**config.mk**
```make
export PLATFORM = sky130hd
export DESIGN_NAME = nibble_pwm_link_transmitter_flat
export DESIGN_NICKNAME = d
export VERILOG_FILES = /design/src/rtl/nplt_pkg.sv /design/src/rtl/nplt_if.sv /design/src/rtl/nplt_ram.sv /design/src/rtl/nplt_level.sv /design/src/rtl/nibble_pwm_link_transmitter.sv /design/src/flat_wrapper.sv
export SDC_FILE = /design/constraint.sdc
export NUM_CORES = 1
export LEC_CHECK = 0
export BUFFER_PORTS_ARGS = -buffer_cell sky130_fd_sc_hd__buf_2
export CORE_MARGIN = 10
export CORE_UTILIZATION = 58
export DETAILED_ROUTE_END_ITERATION = 10
export HOLD_SLACK_MARGIN = 0.12
export PLACE_DENSITY = 0.76
export SYNTH_ARGS = -nofsm -noshare
export SYNTH_HDL_FRONTEND = slang
export SYNTH_SLANG_ARGS = --single-unit
```
**constraint.sdc**
```tcl
create_clock -name clk -period 9.6 [get_ports clk]
set_input_delay 1.92 -clock clk [delete_from_list [all_inputs] [get_ports clk]]
set_output_delay 1.92 -clock clk [all_outputs]
set_load 0.02 [all_outputs]
```
**src/rtl/nplt_pkg.sv**
```systemverilog
`default_nettype none

package nplt_pkg;

    // Operation codes carried by an input transaction.
    localparam logic [1:0] OP_WRITE = 2'd0;
    localparam logic [1:0] OP_TICK  = 2'd1;
    localparam logic [1:0] OP_FLUSH = 2'd2;

    // Transmit modes.
    localparam logic [1:0] MODE_NORMAL     = 2'd0;
    localparam logic [1:0] MODE_NIBBLE0    = 2'd1;
    localparam logic [1:0] MODE_IDLE_LEVEL = 2'd2;
    localparam logic [1:0] MODE_RESERVED   = 2'd3;

    // Configuration register map.
    localparam int         CFG_INDEX_W       = 3;
    localparam int         CFG_DATA_W        = 16;
    localparam logic [2:0] CFG_PWM_MIN       = 3'd0;
    localparam logic [2:0] CFG_PWM_MAX       = 3'd1;
    localparam logic [2:0] CFG_MODE          = 3'd2;
    localparam logic [2:0] CFG_SYNC_MIN_US   = 3'd3;
    localparam logic [2:0] CFG_PERIOD_MIN_US = 3'd4;

    // Register reset values.
    localparam logic [7:0]  PWM_MIN_RESET       = 8'd0;
    localparam logic [7:0]  PWM_MAX_RESET       = 8'd255;
    localparam logic [15:0] SYNC_MIN_US_RESET   = 16'd4000;
    localparam logic [15:0] PERIOD_MIN_US_RESET = 16'd15000;

    // Level index: sixteen nibble values plus the idle level.
    localparam int         LEVEL_IDX_W = 5;
    localparam logic [4:0] IDLE_INDEX  = 5'd16;

    localparam logic [15:0] TIMER_MAX = 16'hFFFF;

    // Reciprocal of 34 in 20-bit fixed point, rounded up. It gives the exact
    // truncated quotient for every dividend below 58254.
    localparam int          RECIP_SHIFT = 20;
    localparam logic [14:0] RECIP_34    = 15'd30841;
    localparam int          RECIP_W     = 23;

    // Limits of the nibble scale, handed to the level unit.
    typedef struct packed {
        logic [7:0] pwm_min;
        logic [7:0] pwm_max;
    } level_cfg_t;

endpackage

`default_nettype wire

```
**src/rtl/nplt_if.sv**
```systemverilog
`default_nettype none

// Input channel: one transaction per operation.
interface nplt_in_if;
    logic       valid;
    logic       ready;
    logic [1:0] operation;
    logic [7:0] data_byte;
    logic       pulse_level;

    modport source (output valid, output operation, output data_byte,
                    output pulse_level, input ready);
    modport sink   (input valid, input operation, input data_byte,
                    input pulse_level, output ready);
endinterface

// Result channel: one transaction per input transaction.
interface nplt_out_if;
    logic       valid;
    logic       ready;
    logic       accepted;
    logic       frame_sync;
    logic [7:0] duty_level;
    logic       fifo_empty;

    modport source (output valid, output accepted, output frame_sync,
                    output duty_level, output fifo_empty, input ready);
    modport sink   (input valid, input accepted, input frame_sync,
                    input duty_level, input fifo_empty, output ready);
endinterface

`default_nettype wire

```
**src/rtl/nplt_ram.sv**
```systemverilog
`default_nettype none

module nplt_ram #(
    parameter int WIDTH = 8,
    parameter int DEPTH = 16
) (
    input  wire logic                                     clk,
    input  wire logic                                     we,
    input  wire logic [((DEPTH > 1) ? $clog2(DEPTH) : 1)-1:0] waddr,
    input  wire logic [WIDTH-1:0]                         wdata,
    input  wire logic [((DEPTH > 1) ? $clog2(DEPTH) : 1)-1:0] raddr,
    output logic      [WIDTH-1:0]                         rdata
);

    logic [WIDTH-1:0] mem [DEPTH];
    logic [WIDTH-1:0] rdata_reg;

    // One write port and one registered read port; a read of the address
    // being written returns the old contents.
    always_ff @(posedge clk)
    begin
        if (we)
        begin
            mem[waddr] <= wdata;
        end
        rdata_reg <= mem[raddr];
    end

    assign rdata = rdata_reg;

endmodule

`default_nettype wire

```
**src/rtl/nplt_level.sv**
```systemverilog
`default_nettype none

module nplt_level
    import nplt_pkg::*;
(
    input  wire logic                   clk,
    input  wire level_cfg_t             cfg,
    input  wire logic [LEVEL_IDX_W-1:0] idx,
    output logic      [7:0]             level
);

    logic signed [8:0]         span;
    logic                      span_neg;
    logic [7:0]                span_mag;
    logic [RECIP_W-1:0]        recip_next;
    logic [RECIP_W-1:0]        recip_reg;
    logic                      neg_reg;
    logic [LEVEL_IDX_W:0]      odd_mult;
    logic [RECIP_W+5:0]        prod;
    logic [7:0]                quot_mag;
    logic [7:0]                quot;

    // Span of the scale scaled by 1/34, taken from a register. The user must
    // change the limits only while the block is idle, which it does not enforce.
    always_comb
    begin
        span       = $signed({1'b0, cfg.pwm_max}) - $signed({1'b0, cfg.pwm_min});
        span_neg   = span[8];
        span_mag   = span_neg ? 8'(-span) : span[7:0];
        recip_next = RECIP_W'(span_mag * RECIP_34);
    end

    always_ff @(posedge clk)
    begin
        recip_reg <= recip_next;
        neg_reg   <= span_neg;
    end

    // Level for index n: min + trunc((2n+1) * span / 34), wrapped to 8 bits.
    always_comb
    begin
        odd_mult = {idx, 1'b1};
        prod     = odd_mult * recip_reg;
        quot_mag = prod[RECIP_SHIFT +: 8];
        quot     = neg_reg ? 8'(-quot_mag) : quot_mag;
        level    = cfg.pwm_min + quot;
    end

endmodule

`default_nettype wire

```
**src/rtl/nibble_pwm_link_transmitter.sv**
```systemverilog
// A transaction is taken into the input register; it stays there while the
// result channel stalls, and its result is then held in the result register.
// Throughput: one transaction per cycle while the result channel does not
// stall, set by the single-pass update of the FIFO indexes, the timers and
// the level multiplier.
// Reset: control state and timers clear, configuration registers take their
// defaults; the byte store holds undefined data until written.
`default_nettype none

module nibble_pwm_link_transmitter
    import nplt_pkg::*;
#(
    parameter int FIFO_DEPTH = 16
) (
    input  wire logic                   clk,
    input  wire logic                   rst_n,
    nplt_in_if.sink                     items,
    nplt_out_if.source                  results,
    input  wire logic                   cfg_we,
    input  wire logic [CFG_INDEX_W-1:0] cfg_index,
    input  wire logic [CFG_DATA_W-1:0]  cfg_wdata
);

    localparam int            AW       = (FIFO_DEPTH > 1) ? $clog2(FIFO_DEPTH) : 1;
    localparam logic [AW-1:0] LAST_IDX = AW'(FIFO_DEPTH - 1);

    // Configuration registers.
    logic [7:0]  pwm_min_reg;
    logic [7:0]  pwm_max_reg;
    logic [1:0]  mode_reg;
    logic [15:0] sync_min_reg;
    logic [15:0] period_min_reg;

    // Input register.
    logic        in_valid_reg;
    logic [1:0]  op_reg;
    logic [7:0]  data_reg;
    logic        lvl_reg;

    // Link state.
    logic [AW-1:0] rd_reg, rd_next;
    logic [AW-1:0] wr_reg, wr_next;
    logic [7:0]    held_reg, held_next;
    logic          pending_reg, pending_next;
    logic          last_lvl_reg, last_lvl_next;
    logic [15:0]   level_tmr_reg, level_tmr_next;
    logic [15:0]   period_tmr_reg, period_tmr_next;

    // Head-of-queue forwarding around the store.
    logic          fwd_hit_reg;
    logic [7:0]    fwd_data_reg;
    logic [7:0]    ram_rdata;
    logic [7:0]    head_byte;

    // Result register.
    logic          res_valid_reg;
    logic          res_accepted_reg;
    logic          res_sync_reg;
    logic [7:0]    res_duty_reg;
    logic          res_empty_reg;

    logic                   adv;
    logic                   fire;
    logic                   ram_we;
    logic                   accepted;
    logic                   sync;
    logic [LEVEL_IDX_W-1:0] lvl_idx;
    logic [7:0]             level;
    logic [AW-1:0]          wr_inc;
    logic [15:0]            period_inc;
    logic [15:0]            level_inc;
    level_cfg_t             level_cfg;

    function automatic logic [AW-1:0] inc_idx(input logic [AW-1:0] i);
        return (i == LAST_IDX) ? '0 : i + 1'b1;
    endfunction

    // Configuration writes; a reserved mode value is ignored.
    always_ff @(posedge clk or negedge rst_n)
    begin
        if (!rst_n)
        begin
            pwm_min_reg    <= PWM_MIN_RESET;
            pwm_max_reg    <= PWM_MAX_RESET;
            mode_reg       <= MODE_NORMAL;
            sync_min_reg   <= SYNC_MIN_US_RESET;
            period_min_reg <= PERIOD_MIN_US_RESET;
        end
        else if (cfg_we)
        begin
            case (cfg_index)
                CFG_PWM_MIN:       pwm_min_reg <= cfg_wdata[7:0];
                CFG_PWM_MAX:       pwm_max_reg <= cfg_wdata[7:0];
                CFG_MODE:
                begin
                    if (cfg_wdata[1:0] != MODE_RESERVED)
                    begin
                        mode_reg <= cfg_wdata[1:0];
                    end
                end
                CFG_SYNC_MIN_US:   sync_min_reg   <= cfg_wdata;
                CFG_PERIOD_MIN_US: period_min_reg <= cfg_wdata;
                default:           ;
            endcase
        end
    end

    // Handshake: the input register advances whenever the result register
    // is free or being emptied.
    assign adv         = !res_valid_reg || results.ready;
    assign fire        = in_valid_reg && adv;
    assign items.ready = !in_valid_reg || adv;

    always_ff @(posedge clk or negedge rst_n)
    begin
        if (!rst_n)
        begin
            in_valid_reg <= 1'b0;
        end
        else if (items.ready)
        begin
            in_valid_reg <= items.valid;
        end
    end

    always_ff @(posedge clk)
    begin
        if (items.valid && items.ready)
        begin
            op_reg   <= items.operation;
            data_reg <= items.data_byte;
            lvl_reg  <= items.pulse_level;
        end
    end

    // The byte at the read index, with a write to that same address in the
    // previous cycle taken from the forwarding register.
    assign head_byte = fwd_hit_reg ? fwd_data_reg : ram_rdata;

    // Single-pass update for the transaction in the input register.
    always_comb
    begin
        rd_next         = rd_reg;
        wr_next         = wr_reg;
        held_next       = held_reg;
        pending_next    = pending_reg;
        last_lvl_next   = last_lvl_reg;
        level_tmr_next  = level_tmr_reg;
        period_tmr_next = period_tmr_reg;
        ram_we          = 1'b0;
        accepted        = 1'b0;
        sync            = 1'b0;
        lvl_idx         = IDLE_INDEX;
        wr_inc          = inc_idx(wr_reg);
        period_inc      = (period_tmr_reg == TIMER_MAX) ? TIMER_MAX : period_tmr_reg + 16'd1;
        level_inc       = (level_tmr_reg == TIMER_MAX) ? TIMER_MAX : level_tmr_reg + 16'd1;

        if (fire)
        begin
            case (op_reg)
                OP_WRITE:
                begin
                    if (wr_inc != rd_reg)
                    begin
                        ram_we   = 1'b1;
                        wr_next  = wr_inc;
                        accepted = 1'b1;
                    end
                end
                OP_TICK:
                begin
                    period_tmr_next = period_inc;
                    if (lvl_reg != last_lvl_reg)
                    begin
                        last_lvl_next  = lvl_reg;
                        level_tmr_next = 16'd0;
                    end
                    else
                    begin
                        level_tmr_next = level_inc;
                        if (level_inc >= sync_min_reg && period_inc >= period_min_reg)
                        begin
                            period_tmr_next = 16'd0;
                            sync            = 1'b1;
                            // A pending low nibble goes first in every mode.
                            if (pending_reg)
                            begin
                                pending_next = 1'b0;
                                lvl_idx      = {1'b0, held_reg[3:0]};
                            end
                            else if (mode_reg == MODE_NIBBLE0)
                            begin
                                lvl_idx = '0;
                            end
                            else if (mode_reg == MODE_NORMAL && rd_reg != wr_reg)
                            begin
                                held_next    = head_byte;
                                rd_next      = inc_idx(rd_reg);
                                pending_next = 1'b1;
                                lvl_idx      = {1'b0, head_byte[7:4]};
                            end
                            else
                            begin
                                lvl_idx = IDLE_INDEX;
                            end
                        end
                    end
                end
                OP_FLUSH:
                begin
                    rd_next = '0;
                    wr_next = '0;
                end
                default: ;
            endcase
        end
    end

    always_ff @(posedge clk or negedge rst_n)
    begin
        if (!rst_n)
        begin
            rd_reg         <= '0;
            wr_reg         <= '0;
            held_reg       <= 8'd0;
            pending_reg    <= 1'b0;
            last_lvl_reg   <= 1'b0;
            level_tmr_reg  <= 16'd0;
            period_tmr_reg <= 16'd0;
            fwd_hit_reg    <= 1'b0;
        end
        else
        begin
            rd_reg         <= rd_next;
            wr_reg         <= wr_next;
            held_reg       <= held_next;
            pending_reg    <= pending_next;
            last_lvl_reg   <= last_lvl_next;
            level_tmr_reg  <= level_tmr_next;
            period_tmr_reg <= period_tmr_next;
            fwd_hit_reg    <= ram_we && (wr_reg == rd_next);
        end
    end

    always_ff @(posedge clk)
    begin
        fwd_data_reg <= data_reg;
    end

    // Byte store, read ahead at the next read index.
    nplt_ram #(
        .WIDTH (8),
        .DEPTH (FIFO_DEPTH)
    ) u_store (
        .clk   (clk),
        .we    (ram_we),
        .waddr (wr_reg),
        .wdata (data_reg),
        .raddr (rd_next),
        .rdata (ram_rdata)
    );

    // Duty level for the selected nibble index.
    assign level_cfg.pwm_min = pwm_min_reg;
    assign level_cfg.pwm_max = pwm_max_reg;

    nplt_level u_level (
        .clk   (clk),
        .cfg   (level_cfg),
        .idx   (lvl_idx),
        .level (level)
    );

    // Result register.
    always_ff @(posedge clk or negedge rst_n)
    begin
        if (!rst_n)
        begin
            res_valid_reg <= 1'b0;
        end
        else if (adv)
        begin
            res_valid_reg <= in_valid_reg;
        end
    end

    always_ff @(posedge clk)
    begin
        if (fire)
        begin
            res_accepted_reg <= accepted;
            res_sync_reg     <= sync;
            res_duty_reg     <= sync ? level : 8'd0;
            res_empty_reg    <= (rd_next == wr_next);
        end
    end

    assign results.valid      = res_valid_reg;
    assign results.accepted   = res_accepted_reg;
    assign results.frame_sync = res_sync_reg;
    assign results.duty_level = res_duty_reg;
    assign results.fifo_empty = res_empty_reg;

    // A stored byte leaves the queue non-empty.
    assert property (@(posedge clk) disable iff (!rst_n)
        results.valid && results.accepted |-> !results.fifo_empty)
        else $error("accepted write reported an empty queue");

    // A write and a frame sync never come from the same transaction.
    assert property (@(posedge clk) disable iff (!rst_n)
        results.valid |-> !(results.accepted && results.frame_sync))
        else $error("write and frame sync in one result");

    // A transaction held in the input register is not lost while stalled.
    assert property (@(posedge clk) disable iff (!rst_n)
        in_valid_reg && !adv |=> in_valid_reg)
        else $error("stalled transaction dropped from input register");

    // Forwarding only applies when the queue was empty at the write.
    assert property (@(posedge clk) disable iff (!rst_n)
        ram_we && (wr_reg == rd_next) |-> (wr_reg == rd_reg))
        else $error("forwarding hit on a non-empty queue");

endmodule

`default_nettype wire
```
**src/flat_wrapper.sv**
```systemverilog
// flat-port wrapper written by rule: the top's interface ports become plain ports
module nibble_pwm_link_transmitter_flat import nplt_pkg::*;
#(
    parameter int FIFO_DEPTH = 16
)
  (clk, rst_n, cfg_we, cfg_index, cfg_wdata, items_valid, items_operation, items_data_byte, items_pulse_level, items_ready, results_valid, results_accepted, results_frame_sync, results_duty_level, results_fifo_empty, results_ready);
  nplt_in_if items_i ();
  nplt_out_if results_i ();
  input  wire logic clk;
  input  wire logic rst_n;
  input  wire logic cfg_we;
  input  wire logic [CFG_INDEX_W-1:0] cfg_index;
  input  wire logic [CFG_DATA_W-1:0] cfg_wdata;
  input wire logic [$bits(items_i.valid)-1:0] items_valid;
  input wire logic [$bits(items_i.operation)-1:0] items_operation;
  input wire logic [$bits(items_i.data_byte)-1:0] items_data_byte;
  input wire logic [$bits(items_i.pulse_level)-1:0] items_pulse_level;
  output wire logic [$bits(items_i.ready)-1:0] items_ready;
  output wire logic [$bits(results_i.valid)-1:0] results_valid;
  output wire logic [$bits(results_i.accepted)-1:0] results_accepted;
  output wire logic [$bits(results_i.frame_sync)-1:0] results_frame_sync;
  output wire logic [$bits(results_i.duty_level)-1:0] results_duty_level;
  output wire logic [$bits(results_i.fifo_empty)-1:0] results_fifo_empty;
  input wire logic [$bits(results_i.ready)-1:0] results_ready;
  assign items_i.valid = items_valid;
  assign items_i.operation = items_operation;
  assign items_i.data_byte = items_data_byte;
  assign items_i.pulse_level = items_pulse_level;
  assign items_ready = items_i.ready;
  assign results_valid = results_i.valid;
  assign results_accepted = results_i.accepted;
  assign results_frame_sync = results_i.frame_sync;
  assign results_duty_level = results_i.duty_level;
  assign results_fifo_empty = results_i.fifo_empty;
  assign results_i.ready = results_ready;
  nibble_pwm_link_transmitter #(.FIFO_DEPTH(FIFO_DEPTH)) u_core (.clk(clk), .rst_n(rst_n), .items(items_i), .results(results_i), .cfg_we(cfg_we), .cfg_index(cfg_index), .cfg_wdata(cfg_wdata));
endmodule
```
# After elaboration in Yosys (flattened, before gate mapping)
# Memories as Yosys holds them, arrays and structs flattened. A register that Yosys moved wholly into a read port is not among the register bits.
# Index checks and enable logic that the tools add are counted.
# op_classes
addsub	8
n_mul	2
n_div	0
order_cmp	2
eq_ne	17
shifts	0
muxes	39
n_bitwise	3
reduce_logical	21
# op_table
op	n
$mux W16	5
$mux W4	10
$mux W5	7
$add A16 B1 Y16 const B	2
$eq A16 B16 Y1 const B	2
$ge A16 B16 Y1	2
$mul A6 B23 Y28	1
$mux W8	3
$mul A8 B15 Y23 const B	1
$neg A8 Y8	2
$pmux W4 S2	2
$mux W1	12
$reduce_and A2 Y1	5
$sub A8 B8 Y9	1
$add A4 B1 Y4 const B	2
$add A8 B8 Y8	1
$eq A4 B4 Y1	2
$eq A4 B4 Y1 const B	2
$ne A4 B4 Y1	2
$reduce_and A7 Y1	1
$eq A3 B2 Y1 const B	2
$reduce_and A3 Y1	2
$logic_and A1 B1 Y1	5
$eq A2 B1 Y1 const B	2
11 further kinds	16
# totals
regBits	153
latch_bits	0
ramBits	128
rom_bits	0
input_bits	35
output_inout_bits	13
elab_cells	118
n_memories	1
# memory_table
name	depth	word_bits	read_ports	rd_clocked_by_memory_dff	wr	line	text
u_core.u_store.mem	16	8	1	1	1	nplt_ram.sv:15	logic [WIDTH-1:0] mem [DEPTH];

# Depth between registers and ports, before layout
# logic_depth
word_depth	13
mapped_depth	52
ltp_nobuf	47

# Modules after synthesis
# From an unflattened synthesis, not the netlist that was laid out.
# unflattened
hier_cells	1698
area_unflattened_um2	19030.8
# by_module_without_submodules
module	n_inst	cells_per_inst	area_per_inst_um2	seq_area_each_um2
nibble_pwm_link_transmitter	1	680	6951.7	3324.4
nplt_level	1	789	6931.6	480.5
nplt_ram	1	229	5147.4	4003.8

# Worst setup path before layout
# Ideal clock, no wire load.
# synth_path
path_kind	reg2reg
startpoint	reg u_core.period_tmr_reg[0]
endpoint	reg u_core.res_duty_reg[7] (netlist: u_core.results.duty_level[7]) (data pin)
setup_ps	269
t_arrival_ps	10048
required_ps	9331
setup_slack_ps	-717
stages_incl_launch_ff	52
path_buffers	6
period_less_slack_ps	10317
path_cell_list	dfrtp_1 ha_1 and3_1 and3_1 clkbuf_1 nand3_1 nor2_1 and3_1 nand3_1 or2_2 clkbuf_1 clkbuf_1 nand2_1 ha_1 nand4_1 or4_1 o32a_1 nand3_2 [... 16 more ...] and3_1 a211oi_1 o21ai_0 xnor2_1 ha_1 nand2_1 o21ai_0 ha_1 a21o_1 a21o_1 a21o_1 a21oi_1 o21ai_0 xnor2_1 xnor2_1 xnor2_1 and3_1 nor3_1
# synth_between
elab_chain_len	12
word_cells_on_any_way	17
cone_classes	3 x add/sub; 1 x mul; 1 x order compare; 1 x eq/ne; 10 x mux; 1 x reduce/logical
# synth_rtl
item	line	text
start: declaration	nibble_pwm_link_transmitter.sv:47	logic [15:0] period_tmr_reg, period_tmr_next;
start signal: assignment	nibble_pwm_link_transmitter.sv:240	period_tmr_reg <= period_tmr_next;
$add A16 B1 Y16 or $eq A16 B16 Y1 (tied branches)	nibble_pwm_link_transmitter.sv:155	period_inc = (period_tmr_reg == TIMER_MAX) ? TIMER_MAX : period_tmr_reg + 16'd1;
$mux W16 *	nibble_pwm_link_transmitter.sv:155	
$ge A16 B16 Y1 *	nibble_pwm_link_transmitter.sv:181	if (level_inc >= sync_min_reg && period_inc >= period_min_reg)
$logic_and A1 B1 Y1 *	nibble_pwm_link_transmitter.sv:181	
$mux W5	nibble_pwm_link_transmitter.sv:181	
$mux W5	nibble_pwm_link_transmitter.sv:173	if (lvl_reg != last_lvl_reg)
$mux W5	nibble_pwm_link_transmitter.sv:160	case (op_reg)
$mux W5	nibble_pwm_link_transmitter.sv:158	if (fire)
$mul A6 B23 Y28	nplt_level.sv:43	prod = odd_mult * recip_reg;
$neg A8 Y8	nplt_level.sv:45	quot = neg_reg ? 8'(-quot_mag) : quot_mag;
$mux W8	nplt_level.sv:45	
$add A8 B8 Y8	nplt_level.sv:46	level = cfg.pwm_min + quot;
end signal: assignment	nibble_pwm_link_transmitter.sv:293	res_duty_reg <= sync ? level : 8'd0;
end: declaration	nibble_pwm_link_transmitter.sv:59	logic [7:0] res_duty_reg;
# Every way passes the cells marked *; elsewhere a longest branch is shown, timed or not.
# A chain may end at the register's enable or synchronous reset.

# Worst setup path after layout
# layout_path
startpoint	reg u_core.level_tmr_reg[0]
endpoint	reg u_core.res_duty_reg[7] (netlist: u_core.results.duty_level[7]) (data pin)
# layout_between
elab_chain_len	12
word_cells_on_any_way	17
cone_classes	3 x add/sub; 1 x mul; 1 x order compare; 1 x eq/ne; 10 x mux; 1 x reduce/logical
# layout_rtl
item	line	text
start: declaration	nibble_pwm_link_transmitter.sv:46	logic [15:0] level_tmr_reg, level_tmr_next;
start signal: assignment	nibble_pwm_link_transmitter.sv:239	level_tmr_reg <= level_tmr_next;
$add A16 B1 Y16 or $eq A16 B16 Y1 (tied branches)	nibble_pwm_link_transmitter.sv:156	level_inc = (level_tmr_reg == TIMER_MAX) ? TIMER_MAX : level_tmr_reg + 16'd1;
$mux W16 *	nibble_pwm_link_transmitter.sv:156	
$ge A16 B16 Y1 *	nibble_pwm_link_transmitter.sv:181	
$logic_and A1 B1 Y1 *	nibble_pwm_link_transmitter.sv:181	
$mux W5	nibble_pwm_link_transmitter.sv:181	
$mux W5	nibble_pwm_link_transmitter.sv:173	
$mux W5	nibble_pwm_link_transmitter.sv:160	
$mux W5	nibble_pwm_link_transmitter.sv:158	
$mul A6 B23 Y28	nplt_level.sv:43	
$neg A8 Y8	nplt_level.sv:45	
$mux W8	nplt_level.sv:45	
$add A8 B8 Y8	nplt_level.sv:46	
# Marks and branches as above.

==> flow_summary_export.csv <==
group,metric,value,unit
placed_design,dpl-instance-area,0.0198,mm2
setup_path,worstSetupPathType,"reg -> reg",
floorplanning,rows,65,
setup_path,slowest_stage,"fa_1",
timing,fin_hold_ws,0.489,ns
placed_design,routabilityCongestion,0.905,
global_routing,grt_pass1_vias,13200,
synthesis,syn_avg_cell_area,10.6,um2
min_path,hold_class,"reg -> reg",
synthesis,ys_types,70,
route,first_pass_iters,5,
route,drt_iter0_markers,838,
clocking,cts_buffers,31,
placed_design,dp_cells,2242,
cells_and_area,layout.cells.non_filler,2326,
synthesis,synth.net_count,2058,
synthesis,ys_ff_latch,289,
floorplanning,initial_core_util,59.3,%
timing,fmax,104,MHz
clocking,cts_hold_buf,0,
setup_path,worstPathRequired,9.93,ns
floorplanning,fp.dieH,200,um
route,num_vias,13100,
min_path,holdCritStartpoint,"u_core.held_reg[3]",
synthesis,ys_seq_area_share,41.4,%
outcome,status,"finished, final reports clean",
timing,report.final.setup_viol,0,
global_routing,grt_pass1_wl,66700,um
cells_and_area,final_common_cell,"inv_1",
run,max_cap_viol_count,0,
synthesis,synthCells,1776,
timing,max_slew_margin,3.29,%
cells_and_area,num-fill-cells,2322,
setup_path,reg2reg_from,"u_core.level_tmr_reg[0]",
route,wirelength,42100,um
timing,finalCritPeriodShare,99.7,%
floorplanning,die_width,200,um
synthesis,synth_ff_type,"edfxtp_1",
clocking,cts.clk_slew.worst_paths,0.06,ns
global_routing,antenna_found_initial,0,
timing,hold_violations,0,
cells_and_area,diodes,0,
synthesis,synth_warnings,0,
cells_and_area,drive_above_1_share,17.1,%
synthesis,async_flop_share,34.3,%
floorplanning,fp.coreArea,0.0318,mm2
cells_and_area,area_growth,14.0,%
clocking,cts_tree,"built",
setup_path,critical_path.most_common_cell,"xnor2_1",
cells_and_area,largest_reg_flops,128,
cells_and_area,final_cell_mix,"234 x inv_1, 153 x nand2_1, 150 x edfxtp_1, 134 x ha_1, 106 x fa_1",
setup_path,critPathArrivalTime,9.91,ns
clocking,clockRootBuffer,"clkbuf_16",
floorplanning,die_area,0.0401,mm2
route,drtAntennaViolNets,0,
cells_and_area,nNetsFinal,2148,
synthesis,synth_edf_count,150,
placed_design,hpwlAfterDp,30400,um
cells_and_area,final-seq-area,0.00781,mm2
floorplanning,pin_count,48,
timing,slew_viol_final,0,
placed_design,port_buffers,47,
setup_path,startpoint,"u_core.level_tmr_reg[0]",
timing,rsz0062_at_grt,"yes",
global_routing,grt_max_degree,76,
clocking,htree_levels,1,
setup_path,end_kind,"flip-flop",
cells_and_area,finish.utilization,67.6,%
global_routing,gr-total-overflow,0,
cells_and_area,multiInputGateArea,0.0103,mm2
timing,period_minus_slack,9.57,ns
cells_and_area,finish.instance_area,0.0215,mm2
clocking,cts_buffer_depth,3,
clocking,worstSkewPairLatency,0.58,ns
global_routing,grt.total_usage,19.9,%
clocking,cts.sink_count,289,
route,via_per_inst,5.62,
setup_path,path_max_fanout,9,
route,wl_per_cell,18.1,um
setup_path,max_stage_delay,0.56,ns
synthesis,mappedNetlistArea,0.0189,mm2
route,remaining_drc_errors,0,
timing,max_slew.worst_pin.slew,1.44,ns
setup_path,cp-start-kind,"flip-flop",
timing,clock_skew,0.0110,ns
## metrics by stage
stage / setup TNS [ns] / setup WS (ns)
CTS: 0 / 0.00790
detailed placement: -0.267 / -0.267
finish: 0 / 0.0288
global route: -0.672 / -0.501
global placement: -0.00529 / -0.00529
floorplan: 0 / 0.00583
## metal layers
metal | vias to the layer above | GRT usage [%] | wire [um]
met2 | 311 | 34.4 | 21200
li1 | 6272 | - | -
met3 | 73 | 2.84 | 1850
met4 | 0 | 6.11 | 1140
met1 | 6412 | 25.4 | 17900
met5 | - | 0 | 0
## logic make-up (layout without fill, tap and decap cells)
| logic type | after synthesis | in the layout | synth area share [%] |
|---|---|---|---|
| multiplexers | 118 | 118 | 6.56 |
| AND/OR/NAND/NOR | 433 | 434 | 10.9 |
| XOR/XNOR | 79 | 79 | 3.67 |
| adder cells (fa/ha/maj) | 247 | 247 | 20.6 |
| buffers and inverters | 301 | 415 | 6.30 |
| flip-flops | 289 | 289 | 41.4 |
| AO/OA/AOI/OAI | 309 | 309 | 10.6 |
## cells in the mapped netlist, types with 9 or more instances
library cell / n / area share (%)
a22o_1: 18 / 0.84
xnor2_1: 54 / 2.5
nand4_1: 13 / 0.43
dfxtp_1: 40 / 4.2
and3_1: 16 / 0.53
nor3_1: 45 / 1.2
a22oi_1: 9 / 0.36
nor2_1: 79 / 1.6
edfxtp_1: 150 / 24
mux2_2: 44 / 2.6
nand2_1: 159 / 3.2
and2_1: 50 / 1.7
nand3_1: 27 / 0.72
dfrtp_1: 78 / 10
clkbuf_1: 44 / 0.88
mux2i_1: 74 / 3.9
fa_1: 106 / 11
xor2_1: 25 / 1.2
o21ai_0: 74 / 2.0
nor2b_1: 12 / 0.40
ha_1: 141 / 9.4
inv_1: 237 / 4.7
o211ai_1: 17 / 0.68
a21o_1: 16 / 0.64
a21oi_1: 90 / 2.4
dfstp_2: 21 / 2.9
o22a_1: 10 / 0.46
a31oi_1: 16 / 0.53
nand2b_1: 10 / 0.33
## worst paths after layout
check / end / depth (start not counted) / slack (ns)
hold / removal: u_core.held_reg[3] / 2 / 0.49
hold reg to reg: u_core.held_reg[3] / 2 / 0.49
setup reg to reg: u_core.results.duty_level[7] / 43 / 0.03
setup / recovery: u_core.results.duty_level[7] / 43 / 0.03
min in group asynchronous: u_core.level_tmr_reg[0] / 1 / 1.25
max in group asynchronous: u_core.period_tmr_reg[0] / 2 / 7.07
## worst max-delay path, delay by kind of cell, from the launching register on
| family | cells | cell delay (ns) |
|---|---|---|
| AOI/OAI and AO/OA | 6 | 1.06 |
| and+or+nand+nor | 21 | 3.99 |
| DFF | 1 | 0.41 |
| adders and majority gates | 8 | 2.77 |
| xor gates and xnor gates | 5 | 0.74 |
| buffers and inverters | 3 | 0.36 |
## final cells by class
class | count | share of cell area [%]
timing repair buffer | 120 | 4.17
tap | 435 | 2.53
inverter | 237 | 4.16
sequential | 289 | 36.4
clock buffer | 38 | 3.78
clock inverter | 20 | 1.04
multi-input combinational | 1187 | 48.0
## timing repair
action                                  4_1_cts  5_1_grt
cloned                                        0        3
endpoints found under the setup margin        1        3
pin swaps                                    13       60
hold endpoints to repair                      0        0
setup buffers                                 4       20
resized for setup                            15       72
Power is not shown: default switching activity piles up to over one toggle a cycle in this logic, so the estimate is an artifact.
